<file path="config.mk">
export PLATFORM = sky130hd
export DESIGN_NAME = iqes_div_cell
export DESIGN_NICKNAME = d
export VERILOG_FILES = /design/src/rtl/iqes_pkg.sv /design/src/rtl/iqes_div_cell.sv
export SDC_FILE = /design/constraint.sdc
export NUM_CORES = 1
export LEC_CHECK = 0
export BUFFER_PORTS_ARGS = -buffer_cell sky130_fd_sc_hd__buf_4
export CAP_MARGIN = 30
export CELL_PAD_IN_SITES_DETAIL_PLACEMENT = 1
export CELL_PAD_IN_SITES_GLOBAL_PLACEMENT = 1
export CORE_AREA = 2 2 190 192
export CTS_CLUSTER_DIAMETER = 150
export DETAILED_ROUTE_END_ITERATION = 6
export DIE_AREA = 0 0 192 194
export PLACE_DENSITY_LB_ADDON = 0.05
export RECOVER_POWER = 100
export SETUP_SLACK_MARGIN = 0.2
export SKIP_LAST_GASP = 1
export SYNTH_ARGS = -nofsm -noshare
export SYNTH_HDL_FRONTEND = slang
export SYNTH_SLANG_ARGS = --single-unit
</file>
<file path="constraint.sdc">
create_clock -name clk -period 1.95 [get_ports clk]
set_clock_uncertainty 0.2 [all_clocks]
set_input_delay 0.0975 -clock clk [delete_from_list [all_inputs] [get_ports clk]]
set_output_delay 0.0975 -clock clk [all_outputs]
set_load 0.03 [all_outputs]
</file>
<file path="src/rtl/iqes_pkg.sv">
package iqes_pkg;

    typedef enum logic [1:0] {
        CASE_QUAD   = 2'd0,
        CASE_LINEAR = 2'd1,
        CASE_PASS   = 2'd2,
        CASE_NOROOT = 2'd3
    } solve_case_t;

    // Register indexes
    localparam logic [1:0] REG_A    = 2'd0;
    localparam logic [1:0] REG_B    = 2'd1;
    localparam logic [1:0] REG_C    = 2'd2;
    localparam logic [1:0] REG_BAND = 2'd3;

    localparam int DW       = 68;  // discriminant width
    localparam int RW       = 35;  // root width
    localparam int QW       = 64;  // quotient bits formed
    localparam int NUMW     = 64;  // numerator width
    localparam int DENW     = 36;  // denominator width

    localparam logic [30:0] OUT_MAX = 31'h7FFF_FFFF;

    // Item context carried along the chain of cells
    typedef struct packed {
        logic        quad;       // quadratic case
        logic        b_zero;
        logic        no_root;
        logic        kill;       // result forced to zero unless pass
        logic        pass;
        logic [31:0] y;
        logic [32:0] dmag;       // |y - a|
        logic [31:0] bmag;
    } iqes_ctx_t;

endpackage

</file>
<file path="src/rtl/iqes_div_cell.sv">
// One restoring division step: one quotient bit per cycle while enabled.
module iqes_div_cell (
    input  logic                      clk,
    input  logic                      rst_n,
    input  logic                      valid_in,
    input  logic                      en,
    input  iqes_pkg::iqes_ctx_t       ctx_in,
    input  logic [iqes_pkg::NUMW-1:0] num_in,
    input  logic [iqes_pkg::DENW-1:0] den_in,
    input  logic [iqes_pkg::DENW:0]   rem_in,
    output logic                      valid_out,
    output iqes_pkg::iqes_ctx_t       ctx_out,
    output logic [iqes_pkg::NUMW-1:0] num_out,
    output logic [iqes_pkg::DENW-1:0] den_out,
    output logic [iqes_pkg::DENW:0]   rem_out
);
    import iqes_pkg::*;

    logic [DENW+1:0] shifted;
    logic [DENW+1:0] diff;
    logic            ge;
    logic            valid_reg;
    iqes_ctx_t       ctx_reg;
    logic [NUMW-1:0] num_reg;
    logic [DENW-1:0] den_reg;
    logic [DENW:0]   rem_reg;

    // shift in next numerator bit; quotient bit enters numerator LSB
    always_comb
    begin
        shifted = {rem_in, num_in[NUMW-1]};
        diff    = shifted - {2'b00, den_in};
        ge      = (shifted >= {2'b00, den_in});
    end

    always_ff @(posedge clk or negedge rst_n)
    begin
        if (!rst_n)
            valid_reg <= 1'b0;
        else if (en)
            valid_reg <= valid_in;
    end

    always_ff @(posedge clk)
    begin
        if (en)
        begin
            ctx_reg <= ctx_in;
            den_reg <= den_in;
            num_reg <= {num_in[NUMW-2:0], ge};
            rem_reg <= ge ? diff[DENW:0] : shifted[DENW:0];
        end
    end

    assign valid_out = valid_reg;
    assign ctx_out   = ctx_reg;
    assign num_out   = num_reg;
    assign den_out   = den_reg;
    assign rem_out   = rem_reg;
endmodule

</file>
After elaboration in Yosys (flattened, before gate mapping)
Cells that the tools add are included.
Widths: inputs -> output; s select.
- add/subtract/negate cells: 1
- $mul: 0
- divide/modulo/power cells: 0
- order comparisons: 1
- eq/ne operators: 0
- shift-type cells: 0
- muxes and demuxes: 1
- bitwise gates (word level): 0
- reductions and logical operators: 0
- operators by type and width (cell ; count):
    $ge 38x36->1 ; 1
    $mux 37 ; 1
    $sub 37x36->37 ; 1
- register bits after elaboration: 240
- latch bits: 0
- bits in writable memories: 0
- ROM bits: 0
- input bits: 243
- output and inout bits: 240
- logic and storage cells: 15
- memories kept: 0

Longest topological paths before layout
- depth in word-level cells: 2
- mapped depth: 15

Worst setup path before layout
Ideal clock, no wire load.
- kind: input to register
- start point: in num_in[63] (netlist name)
- end point: reg rem_reg[10], in the netlist rem_out[10], data pin
- arrival time: 2.584 ns
- data required time: 1.490 ns
- setup slack: -1.095 ns
- cell stages on the path: 15
- buffers on the path: 2
- cell sequence: inv_1 > ha_1 > inv_1 > fa_1 > a21o_1 > a221o_1 > a22oi_2 > a21oi_2 > a21oi_4 > o21a_4 > o21a_1 > buf_6 > inv_4 > buf_6 > mux2_4
- cells in the longest elaborated chain, start to end: 2
- elaborated cells between the ends (all ways): 3
- those cells by class: 1 x add/sub; 1 x order compare; 1 x mux
- RTL lines (item ; RTL line ; RTL):
    from (decl) ; iqes_div_cell.sv:8 ; input logic [iqes_pkg::NUMW-1:0] num_in,
    $sub 37x36->37 / $ge 38x36->1 (equally long branches) ; iqes_div_cell.sv:32, iqes_div_cell.sv:33 ;
    $mux 37 (*) ; iqes_div_cell.sv:51 ; rem_reg <= ge ? diff[DENW:0] : shifted[DENW:0];
    to (signal assigned) ; iqes_div_cell.sv:51 ;
    to (decl) ; iqes_div_cell.sv:26 ; logic [DENW:0] rem_reg;
Mark *: on every way between the ends. The rest lies on a longest branch, timed or not.
A chain may end at the register's enable or synchronous reset.

Worst setup path after layout
- start point: in num_in[63] (netlist name)
- end point: reg rem_reg[1], in the netlist rem_out[1], data pin
The elaborated chain is that of the path after synthesis.

==> run_results.csv <==
group,metric,value,unit
status,outcome,"complete, but fails checks",
status,violations,"negative setup slack",
pwr,seq_power_share,0.406,
floorplan,core,35220,sq um
yosys,yosysTopAreaCell,"edfxtp_1",
yosys,syn_avg_cell_area,15.65,sq um
floorplan,die-area,37250,sq um
global_route,grt_pass1_wl,61760,um
sta,slew-limit-headroom,0.2588,
worst_setup_path,worstPathCellList,"buf_8, inv_12, ha_4, inv_2, fa_2, a21o_1, a221o_1, a22oi_2, a21oi_4, a21oi_4, o21a_4, o21a_4, buf_12, buf_8, mux2_4",
floorplan,io-pin-count,483,
sta,fin_crit_sh,1.274,
drt,first_pass_iters,5,
worst_setup_path,cp_slowest_cell,"a221o_1",
run,maxCapViolCount,0,
drt,drc,0,
pwr,power_frac_clock,0.350,
floorplan,initial_core_util,0.2880,
sta,final_hold_viol_count,0,
yosys,yosys_warnings,0,
placed_design,gp_congestion,0.8030,
global_route,overflow,0,
yosys,ys_ff_latch,240,
clocking,numCtsBuffers,28,
floorplan,die_w,192,um
sta,fin_crit,2.484,ns
yosys,syn-num-nets,928,
clocking,clock_latency,0.54,ns
final_layout,nets,1828,
yosys,synthCells,648,
global_route,antenna_found_initial,4,
yosys,synth_area_leaders,"edfxtp_1, ha_1, mux2_4",
yosys,yosysMostFrequentCell,"edfxtp_1",
clocking,htree_num_levels,1,
worst_setup_path,required,2.04,ns
clocking,cts_root_buffer,"clkbuf_16",
sta,tightest_slew,1.112,ns
worst_setup_path,critical-path-max-stage-delay,0.35,ns
yosys,yosysSeqAreaShare,0.7100,
drt,vias,9131,
worst_setup_path,crit_path_start_kind,"input port",
worst_setup_path,cp_top_family,"compound AO/OA/AOI/OAI gates",
yosys,synth-main-ff-cell,"edfxtp_1",
placed_design,pre_cts_ws,-1.331,ns
sta,rsz0062_at_grt,"yes",
sta,max_freq,0.4026,GHz
pwr,leakagePower,7.504,nW
floorplan,die_h,194,um
sta,final_max_slew_viol_count,0,
drt,drt_iter0_markers,294,
final_layout,area_growth_syn_to_layout,78.30,%
pwr,power.total,15.76,mW
final_layout,finish.utilization,0.5135,
yosys,synth_commonest_cells,"edfxtp_1, inv_1, ha_1, a21oi_1",
pwr,p_int,11.22,mW
placed_design,io_buffers,482,
global_route,grt_max_degree,64,
yosys,netlist.area_leader.share,0.7075,
yosys,synth-edff-count,239,
pwr,switching_share,0.2881,
clocking,cts.path.max_buffers,3,
drt,detail-route-antenna-nets,0,
yosys,ys_async_sr_fraction,0.004167,
sta,setup-tns-final,-18.79,ns
yosys,synth_cell_type_count,57,
pwr,combPwrFrac,0.244,
clocking,clock-sinks,240,
floorplan,std_cell_rows,69,
sta,final.setup.worst_slack,-0.5336,ns
pwr,powerDensity,871.3,nW/um^2
clocking,cts_tree,"built",
drt,wl_per_cell,20.42,um
worst_setup_path,path_buf_inv,5,
worst_setup_path,cp.arrival,2.58,ns
drt,wl,41530,um
placed_design,hpwl,29160,um
sta,setup_viol,39,
worst_setup_path,crit_type,"input port to flip-flop",
worst_setup_path,crit_path_end_kind,"flip-flop",
final_layout,drive_gt1_frac,0.3051,
yosys,synth_area,10140,sq um
pwr,ir_drop,0.0006201,V
hold_path,hp-class,"input port to flip-flop",
drt,detail_route.vias_per_cell,4.489,
clocking,cts.reportedPaths.clkPinSlew,0.06,ns
worst_setup_path,crit_fanout,3,
global_route,first_global_vias,9997,
pwr,p_switching,4.539,mW
global_route,grt_use_total,0.2191,
==> metrics by stage <==
step	cell area, sq um	std cells	hold WS (ns)
after floorplan	10180	648	-0.3981
after global placement	15470	1727	-0.3266
after detailed placement	15470	1727	-0.3230
after CTS	19020	2029	-0.3677
after global routing	18090	2034	0.01963
final	18090	2034	0.009198
==> tightest hold or removal path, stage by stage <==
cell     delay (ns)
buf_4          0.09
ha_1           0.20
xnor2_1        0.14
mux2_4         0.13
==> worst paths after layout <==
path | start | endpoint | slack (ns) | depth (start not counted)
max | num_in[63] | rem_out[1] | -0.53 | 15
min | rem_in[7] | rem_out[8] | 0.009 | 4
max reg2reg | valid_out | valid_out | 0.44 | 2
min reg2reg | valid_out | valid_out | 0.86 | 2
max in group asynchronous | rst_n | valid_out | 1.22 | 3
min in group asynchronous | rst_n | valid_out | 0.22 | 3
==> power groups by stage <==
stage | sequential, mW | combinational, mW | clock (mW)
finish | 6.39 | 3.85 | 5.52
floorplan | 7.45 | 0.889 | 0
CTS | 6.39 | 4.27 | 5.66
global placement | 6.48 | 3.75 | 0
global route | 6.43 | 4.12 | 5.91
detailed placement | 6.49 | 3.78 | 0
==> placed cells by master (no fill, tap or decap), types with 29 or more instances in the layout <==
cell,synthesis,layout
a21oi_1,32,31
buf_4,0,195
clkbuf_1,14,260
clkbuf_16,0,29
clkbuf_4,0,179
dlygate4sd3_1,0,245
edfxtp_1,239,239
ha_1,36,35
inv_1,48,46
mux2_4,28,29
==> repair_timing <==
item                                    4_1_cts  5_1_grt
pin swaps                                    11        4
endpoints found under the hold margin       347        1
resized for setup                            23        9
cloned                                        2        0
endpoints found under the setup margin       38       38
buffers inserted                              4        1
hold buffers                                244        1
==> final cells by class <==
type	instances	area, sq um
clock inverters	21	230.2
clock buffers	31	733.2
flip-flops and latches	240	7202
diodes	3	7.507
well taps	461	576.8
multi-input cells	340	2740
repair buffers	887	6356
fillers	3824	17140
repair inverters	2	27.53
inverters	49	212.7
==> sequential cells by signal, indices dropped and copies added, names as in the netlist <==
register,cells
valid_out,1
ctx_out,102
den_out,36
num_out,64
rem_out,37
==> per-layer routing <==
layer	vias to the layer above	track usage	share of wire
met5	-	0	0.00060
met4	4	0.07464	0.033
met3	79	0.04941	0.066
met2	316	0.4057	0.52
met1	4454	0.2446	0.38
li1	4278	-	-
==> kinds of logic after synthesis <==
group / share of synthesized area
AND/OR/NAND/NOR: 0.05304
AO/OA/AOI/OAI: 0.09190
XOR/XNOR: 0.02245
flip-flops: 0.7100
multiplexers: 0.04774
buffers and inverters: 0.02849
adder cells (fa/ha/maj): 0.04638
No activity file was read; power rests on OpenSTA's default activity.
