### config.mk
export PLATFORM = sky130hd
export DESIGN_NAME = iqes_sqrt_cell
export DESIGN_NICKNAME = d
export VERILOG_FILES = /design/src/rtl/iqes_pkg.sv /design/src/rtl/iqes_sqrt_cell.sv
export SDC_FILE = /design/constraint.sdc
export NUM_CORES = 1
export LEC_CHECK = 0
export BUFFER_PORTS_ARGS = -buffer_cell sky130_fd_sc_hd__buf_2
export CAP_MARGIN = 20
export CORE_AREA = 2 2 162 164
export DETAILED_ROUTE_END_ITERATION = 10
export DIE_AREA = 0 0 164 166
export GPL_TIMING_DRIVEN = 0
export HOLD_SLACK_MARGIN = 0.02
export PLACE_DENSITY_LB_ADDON = 0.25
export SLEW_MARGIN = 10
export SYNTH_ARGS = -nofsm -noshare
export SYNTH_HDL_FRONTEND = slang
export SYNTH_SLANG_ARGS = --single-unit
### constraint.sdc
create_clock -name clk -period 0.8 [get_ports clk]
set_input_delay 0.08 -clock clk [delete_from_list [all_inputs] [get_ports clk]]
set_output_delay 0.08 -clock clk [all_outputs]
set_load 0.01 [all_outputs]
### src/rtl/iqes_pkg.sv
package iqes_pkg;

    typedef enum logic [1:0] {
        CASE_QUAD   = 2'd0,
        CASE_LINEAR = 2'd1,
        CASE_PASS   = 2'd2,
        CASE_NOROOT = 2'd3
    } solve_case_t;

    // Register indexes
    localparam logic [1:0] REG_A    = 2'd0;
    localparam logic [1:0] REG_B    = 2'd1;
    localparam logic [1:0] REG_C    = 2'd2;
    localparam logic [1:0] REG_BAND = 2'd3;

    localparam int DW       = 68;  // discriminant width
    localparam int RW       = 35;  // root width
    localparam int QW       = 64;  // quotient bits formed
    localparam int NUMW     = 64;  // numerator width
    localparam int DENW     = 36;  // denominator width

    localparam logic [30:0] OUT_MAX = 31'h7FFF_FFFF;

    // Item context carried along the chain of cells
    typedef struct packed {
        logic        quad;       // quadratic case
        logic        b_zero;
        logic        no_root;
        logic        kill;       // result forced to zero unless pass
        logic        pass;
        logic [31:0] y;
        logic [32:0] dmag;       // |y - a|
        logic [31:0] bmag;
    } iqes_ctx_t;

endpackage

### src/rtl/iqes_sqrt_cell.sv
// One restoring square root step: decides one root bit per cycle while enabled.
module iqes_sqrt_cell #(
    parameter int BIT = 34
) (
    input  logic                    clk,
    input  logic                    rst_n,
    input  logic                    valid_in,
    input  logic                    en,
    input  iqes_pkg::iqes_ctx_t     ctx_in,
    input  logic [iqes_pkg::DW-1:0] rem_in,
    input  logic [iqes_pkg::RW-1:0] root_in,
    output logic                    valid_out,
    output iqes_pkg::iqes_ctx_t     ctx_out,
    output logic [iqes_pkg::DW-1:0] rem_out,
    output logic [iqes_pkg::RW-1:0] root_out
);
    import iqes_pkg::*;

    logic [DW+1:0] trial;
    logic [DW+1:0] rem_ext;
    logic          fits;
    logic          valid_reg;
    iqes_ctx_t     ctx_reg;
    logic [DW-1:0] rem_reg;
    logic [RW-1:0] root_reg;

    // trial = (2*root + 2^BIT) * 2^BIT, root bits above BIT only
    always_comb
    begin
        trial   = ({{(DW+2-RW){1'b0}}, root_in} << (BIT + 1))
                | ({{(DW+1){1'b0}}, 1'b1} << (2 * BIT));
        rem_ext = {2'b00, rem_in};
        fits    = (rem_ext >= trial);
    end

    always_ff @(posedge clk or negedge rst_n)
    begin
        if (!rst_n)
            valid_reg <= 1'b0;
        else if (en)
            valid_reg <= valid_in;
    end

    always_ff @(posedge clk)
    begin
        if (en)
        begin
            ctx_reg  <= ctx_in;
            rem_reg  <= fits ? DW'(rem_ext - trial) : rem_in;
            root_reg <= fits ? (root_in | (RW'(1) << BIT)) : root_in;
        end
    end

    assign valid_out = valid_reg;
    assign ctx_out   = ctx_reg;
    assign rem_out   = rem_reg;
    assign root_out  = root_reg;
endmodule

==> flow_summary.json, run 1 <==
{
  "status": "stopped before the end",
  "stop_stage": "clock tree synthesis",
  "error": "[ERROR RSZ-0060] Max buffer count reached.",
  "synth_top_area_share_pct": 99.4,
  "h-tree-depth": 1,
  "ys_seq_elements": 206,
  "yosys_warnings": 0,
  "globalplace.congestion": 0.774,
  "cts-resized-gates": 2,
  "post-cts-setup-buffer-count": 0,
  "numClockSinks": 206,
  "holdBufCountCts": 200,
  "cts_buffers": 23,
  "clock_path_buffers": 3,
  "synth_area_mm2": 0.00620,
  "place_inst": 957,
  "die_h_um": 166,
  "dp_hpwl_um": 12100,
  "die_x_um": 164,
  "ios": 415,
  "postSynthCellCount": 207,
  "synth_area_leaders": "edfxtp_1 99%, dfrtp_1 0.40%, mux2_4 0.24%",
  "start_util_pct": 24.2,
  "post_synth.cell_area_avg_um2": 29.9,
  "seq_area_frac_synth_pct": 99.8,
  "cts-root-buf": "clkbuf_16",
  "synth_top_cell_by_area": "edfxtp_1",
  "synth_cell_types": 3,
  "rows": 59,
  "synthesis.nets": 416,
  "portBuffers": 414
}
==> cell usage after synthesis <==
cell type	instances
dfrtp_1	1
edfxtp_1	205
mux2_4	1
==> per-stage QoR <==
| step | worst slack (ns) | setup TNS [ns] | area (um2) | util (%) | hold WS (ns) |
|---|---|---|---|---|---|
| floorplan | 0.0207 | 0 | 6200 | - | -0.216 |
| detailed placement | -0.855 | -108.72 | 8720 | 34.1 | -0.144 |
| global placement | -2.92 | -583.10 | 8690 | 33.9 | -0.144 |
==> cells by family after synthesis <==
kind of cell	after synthesis	share of synthesized area [%]
mux	1	0.242
flops	206	99.8
==> run 2: changes to the inputs <==
Settings changed: CORE_AREA 2 2 162 164 to default, CORE_UTILIZATION from default to 20, DIE_AREA 0 0 164 166 to default, HOLD_SLACK_MARGIN 0.02 to default, PLACE_DENSITY_LB_ADDON 0.25 to 0.15.
==> flow_summary.json, run 2 <==
{
  "status": "finished, violations left",
  "violations": "hold timing, setup timing",
  "drive_above_1_share_pct": 51.8,
  "routedWlPerCell_um": 14.4,
  "die_x_um": 178,
  "drv_cap": 0,
  "cp-start-kind": "flip-flop",
  "finalSetupViolations": 206,
  "dp_hpwl_um": 12300,
  "grt-ovfl-total": 0,
  "drt_iter0_drc": 121,
  "synth_area_mm2": 0.00620,
  "critPathMaxStageDelay_ns": 0.42,
  "synth-edff-count": 205,
  "tightestPinTransition_ns": 0.564,
  "seq_area_frac_synth_pct": 99.8,
  "ys_seq_elements": 206,
  "final_common_cell": "buf_2",
  "p_leak_nw": 4.95,
  "viasPerCell": 3.59,
  "finalWirelength_um": 18200,
  "yosys_warnings": 0,
  "ios": 415,
  "clock_path_buffers": 3,
  "crit_family": "flip-flops",
  "design_area_mm2": 0.0117,
  "rows": 64,
  "antenna_found_initial": 0,
  "grt_max_degree": 98,
  "vias": 4564,
  "cts-root-buf": "clkbuf_16",
  "arrival_ns": 1.10,
  "synth_top_area_share_pct": 99.4,
  "crit_buf_inv": 1,
  "dr.pass1.iters": 4,
  "path_cells": "buf_2",
  "synth_cell_types": 3,
  "post_synth.cell_area_avg_um2": 29.9,
  "power_per_cell_area_mw_per_mm2": 2270,
  "final_cell_mix": "405 x buf_2, 208 x dlygate4sd3_1, 205 x edfxtp_1, 25 x clkbuf_16, 8 x buf_6",
  "clk_latency_ns": 0.51,
  "cts_buffers": 24,
  "rsz0062_at_grt": "true",
  "clk_pin_slew_ns": 0.06,
  "hold_violations": 1,
  "hold_class": "input pin to flip-flop",
  "syn_to_final_growth_pct": 89.5,
  "cp_max_fo": 1,
  "h-tree-depth": 1,
  "maxSlewHeadroom_pct": 62.4,
  "fin_crit_sh_pct": 148,
  "slew_violations": 0,
  "synth_top_flop_cell": "edfxtp_1",
  "die_h_um": 178,
  "start_util_pct": 20.3,
  "layout_min_cycle_time_ns": 1.18,
  "synthTopCellsByCount": "205 x edfxtp_1, 1 x dfrtp_1, 1 x mux2_4",
  "synth_area_leaders": "edfxtp_1 99%, dfrtp_1 0.40%, mux2_4 0.24%",
  "nets": 1066,
  "fmax_mhz": 845,
  "numClockSinks": 206,
  "finalWorstSetupSlack_ns": -0.383,
  "coreArea_mm2": 0.0305,
  "placed_area_mm2": 0.00880,
  "end_kind": "primary output",
  "insertedDiodeCount": 0,
  "criticalPathCategory": "flip-flop to primary output",
  "fin_util_pct": 38.5,
  "grt_first_pass_wirelength_um": 25400,
  "grt_use_total_pct": 10.5,
  "skew_ns": 0,
  "yosys.cell_count.top_type": "edfxtp_1",
  "ant_nets": 0,
  "portBuffers": 414,
  "ir_worst_vdd_v": 0.00142,
  "async_flop_share_pct": 0.485,
  "slowest_stage": "edfxtp_1",
  "dieArea_mm2": 0.0317,
  "worst_ep_required_time_ns": 0.72,
  "synth_top_cell_by_area": "edfxtp_1",
  "postSynthCellCount": 207,
  "synthesis.nets": 416,
  "globalplace.congestion": 0.715,
  "post-route-drc-count": 0,
  "grt_pass1_vias": 4858,
  "holdWs_ns": -0.000499,
  "tritoncts": "done",
  "largest_register_ffs": 102
}
==> run 2: cell counts after synthesis <==
No cell type changed its count.
==> run 2: kinds of logic after synthesis <==
kind of cell | Yosys count | synth area share (%)
flops | 206 | 99.8
mux | 1 | 0.242
==> run 2: final cells by class <==
| class | count | area (um2) |
|---|---|---|
| Fill cell | 2910 | 18800 |
| Sequential cell | 206 | 6180 |
| Clock inverter | 16 | 134 |
| Tap cell | 396 | 495 |
| Clock buffer | 27 | 633 |
| Timing Repair Buffer | 624 | 4280 |
| Multi-Input combinational cell | 1 | 15.0 |
==> run 2: timing repair <==
item                                   CTS  global route
gates resized for setup                  5            10
setup endpoints to repair              317           261
endpoints found under the hold margin  207             0
pin swaps                                0             0
gates cloned                             1             0
hold buffers                           208             0
setup buffers                            0             0
==> run 2: per-stage QoR <==
step	setup TNS, ns	power (W)	setup slack (ns)	hold WS (ns)	instances
3_5_place_dp	-110.29	0.0154	-0.799	-0.141	1018
5_1_grt	-71.98	0.0277	-0.430	0.0315	1270
2_1_floorplan	0	0.0138	0.0207	-0.216	207
4_1_cts	-70.19	0.0271	-0.441	0.0109	1270
6_report	-61.76	0.0266	-0.383	-0.000499	1270
3_3_place_gp	-614.27	0.0154	-3.07	-0.143	1017
==> run 2: path summary, 6_finish.rpt <==
| check | from | endpoint | slack, ns | depth (start not counted) |
|---|---|---|---|---|
| min | en | ctx_out[32]$_DFFE_PP_ | -0.0005 | 1 |
| max | root_out[7]$_DFFE_PP_ | root_out[7] | -0.38 | 1 |
| max in group asynchronous | rst_n | valid_out$_DFFE_PN0P_ | 0.28 | 3 |
| min reg2reg | valid_out$_DFFE_PN0P_ | valid_out$_DFFE_PN0P_ | 0.52 | 1 |
| min in group asynchronous | rst_n | valid_out$_DFFE_PN0P_ | 0.42 | 3 |
| max reg2reg | valid_out$_DFFE_PN0P_ | valid_out$_DFFE_PN0P_ | 0.04 | 1 |
==> run 2: power breakdown <==
part | total [W] | leakage, nW | internal [W] | switching, W
sequential | 0.0131 | 2.02 | 0.0128 | 0.000226
combinational | 0.00292 | 2.56 | 0.00163 | 0.00130
clock | 0.0106 | 0.379 | 0.00632 | 0.00432
total | 0.0266 | 4.95 | 0.0208 | 0.00585
==> run 2: per-layer routing <==
layer / global-route usage (%) / wire (um) / share of wire, % / up-vias
met5: 0 / 0 / 0 / -
met4: 4.10 / 634 / 3.5 / 0
met3: 3.73 / 1750 / 9.6 / 31
met2: 19.8 / 9600 / 53 / 244
met1: 10.4 / 6260 / 34 / 2130
li1: - / - / - / 2159
Power figures use the tool's default switching activity.
==> run 3: changes to the inputs <==
Settings changed: CORE_AREA from default to 2 2 159 161, CORE_UTILIZATION 20 to default, DIE_AREA from default to 0 0 161 163.
==> flow_summary.json, run 3 <==
{
  "yosys_warnings": 0,
  "synth_top_cell_by_area": "edfxtp_1",
  "postSynthCellCount": 207,
  "synth_top_area_share_pct": 99.4,
  "stop_stage": "clock tree synthesis",
  "error": "[ERROR RSZ-0060] Max buffer count reached.",
  "rows": 58,
  "synth_cell_types": 3,
  "holdBufCountCts": 199,
  "ios": 415,
  "yosys.cell_count.top_type": "edfxtp_1",
  "synth_top_flop_cell": "edfxtp_1",
  "cts_buffers": 23,
  "post_synth.cell_area_avg_um2": 29.9,
  "async_flop_share_pct": 0.485,
  "numClockSinks": 206,
  "synthesis.nets": 416,
  "status": "stopped before the end",
  "die_h_um": 163,
  "ys_seq_elements": 206,
  "dp_hpwl_um": 12300,
  "portBuffers": 414,
  "die_x_um": 161,
  "synth_area_mm2": 0.00620,
  "seq_area_frac_synth_pct": 99.8,
  "h-tree-depth": 1,
  "cts-root-buf": "clkbuf_16",
  "cts-resized-gates": 4,
  "clock_path_buffers": 3,
  "synth_area_leaders": "edfxtp_1 99%, dfrtp_1 0.40%, mux2_4 0.24%",
  "globalplace.congestion": 0.740,
  "synthTopCellsByCount": "205 x edfxtp_1, 1 x dfrtp_1, 1 x mux2_4",
  "post-cts-setup-buffer-count": 0,
  "synth-edff-count": 205,
  "start_util_pct": 25.1
}
[run 3: cell counts after synthesis]
Identical to the previous run, type by type.
[run 3: cells by family after synthesis]
family / count (synthesis) / synth area share [%]
multiplexers: 1 / 0.242
flip-flops: 206 / 99.8
[run 3: per-stage QoR]
stage	TNS [ns]	std cells	utilization, %	worst slack (ns)	instance area (um2)
after floorplan	0	207	-	0.0207	6200
after global placement	-601.56	951	35.2	-3.03	8680
after detailed placement	-113.48	952	35.3	-0.893	8720
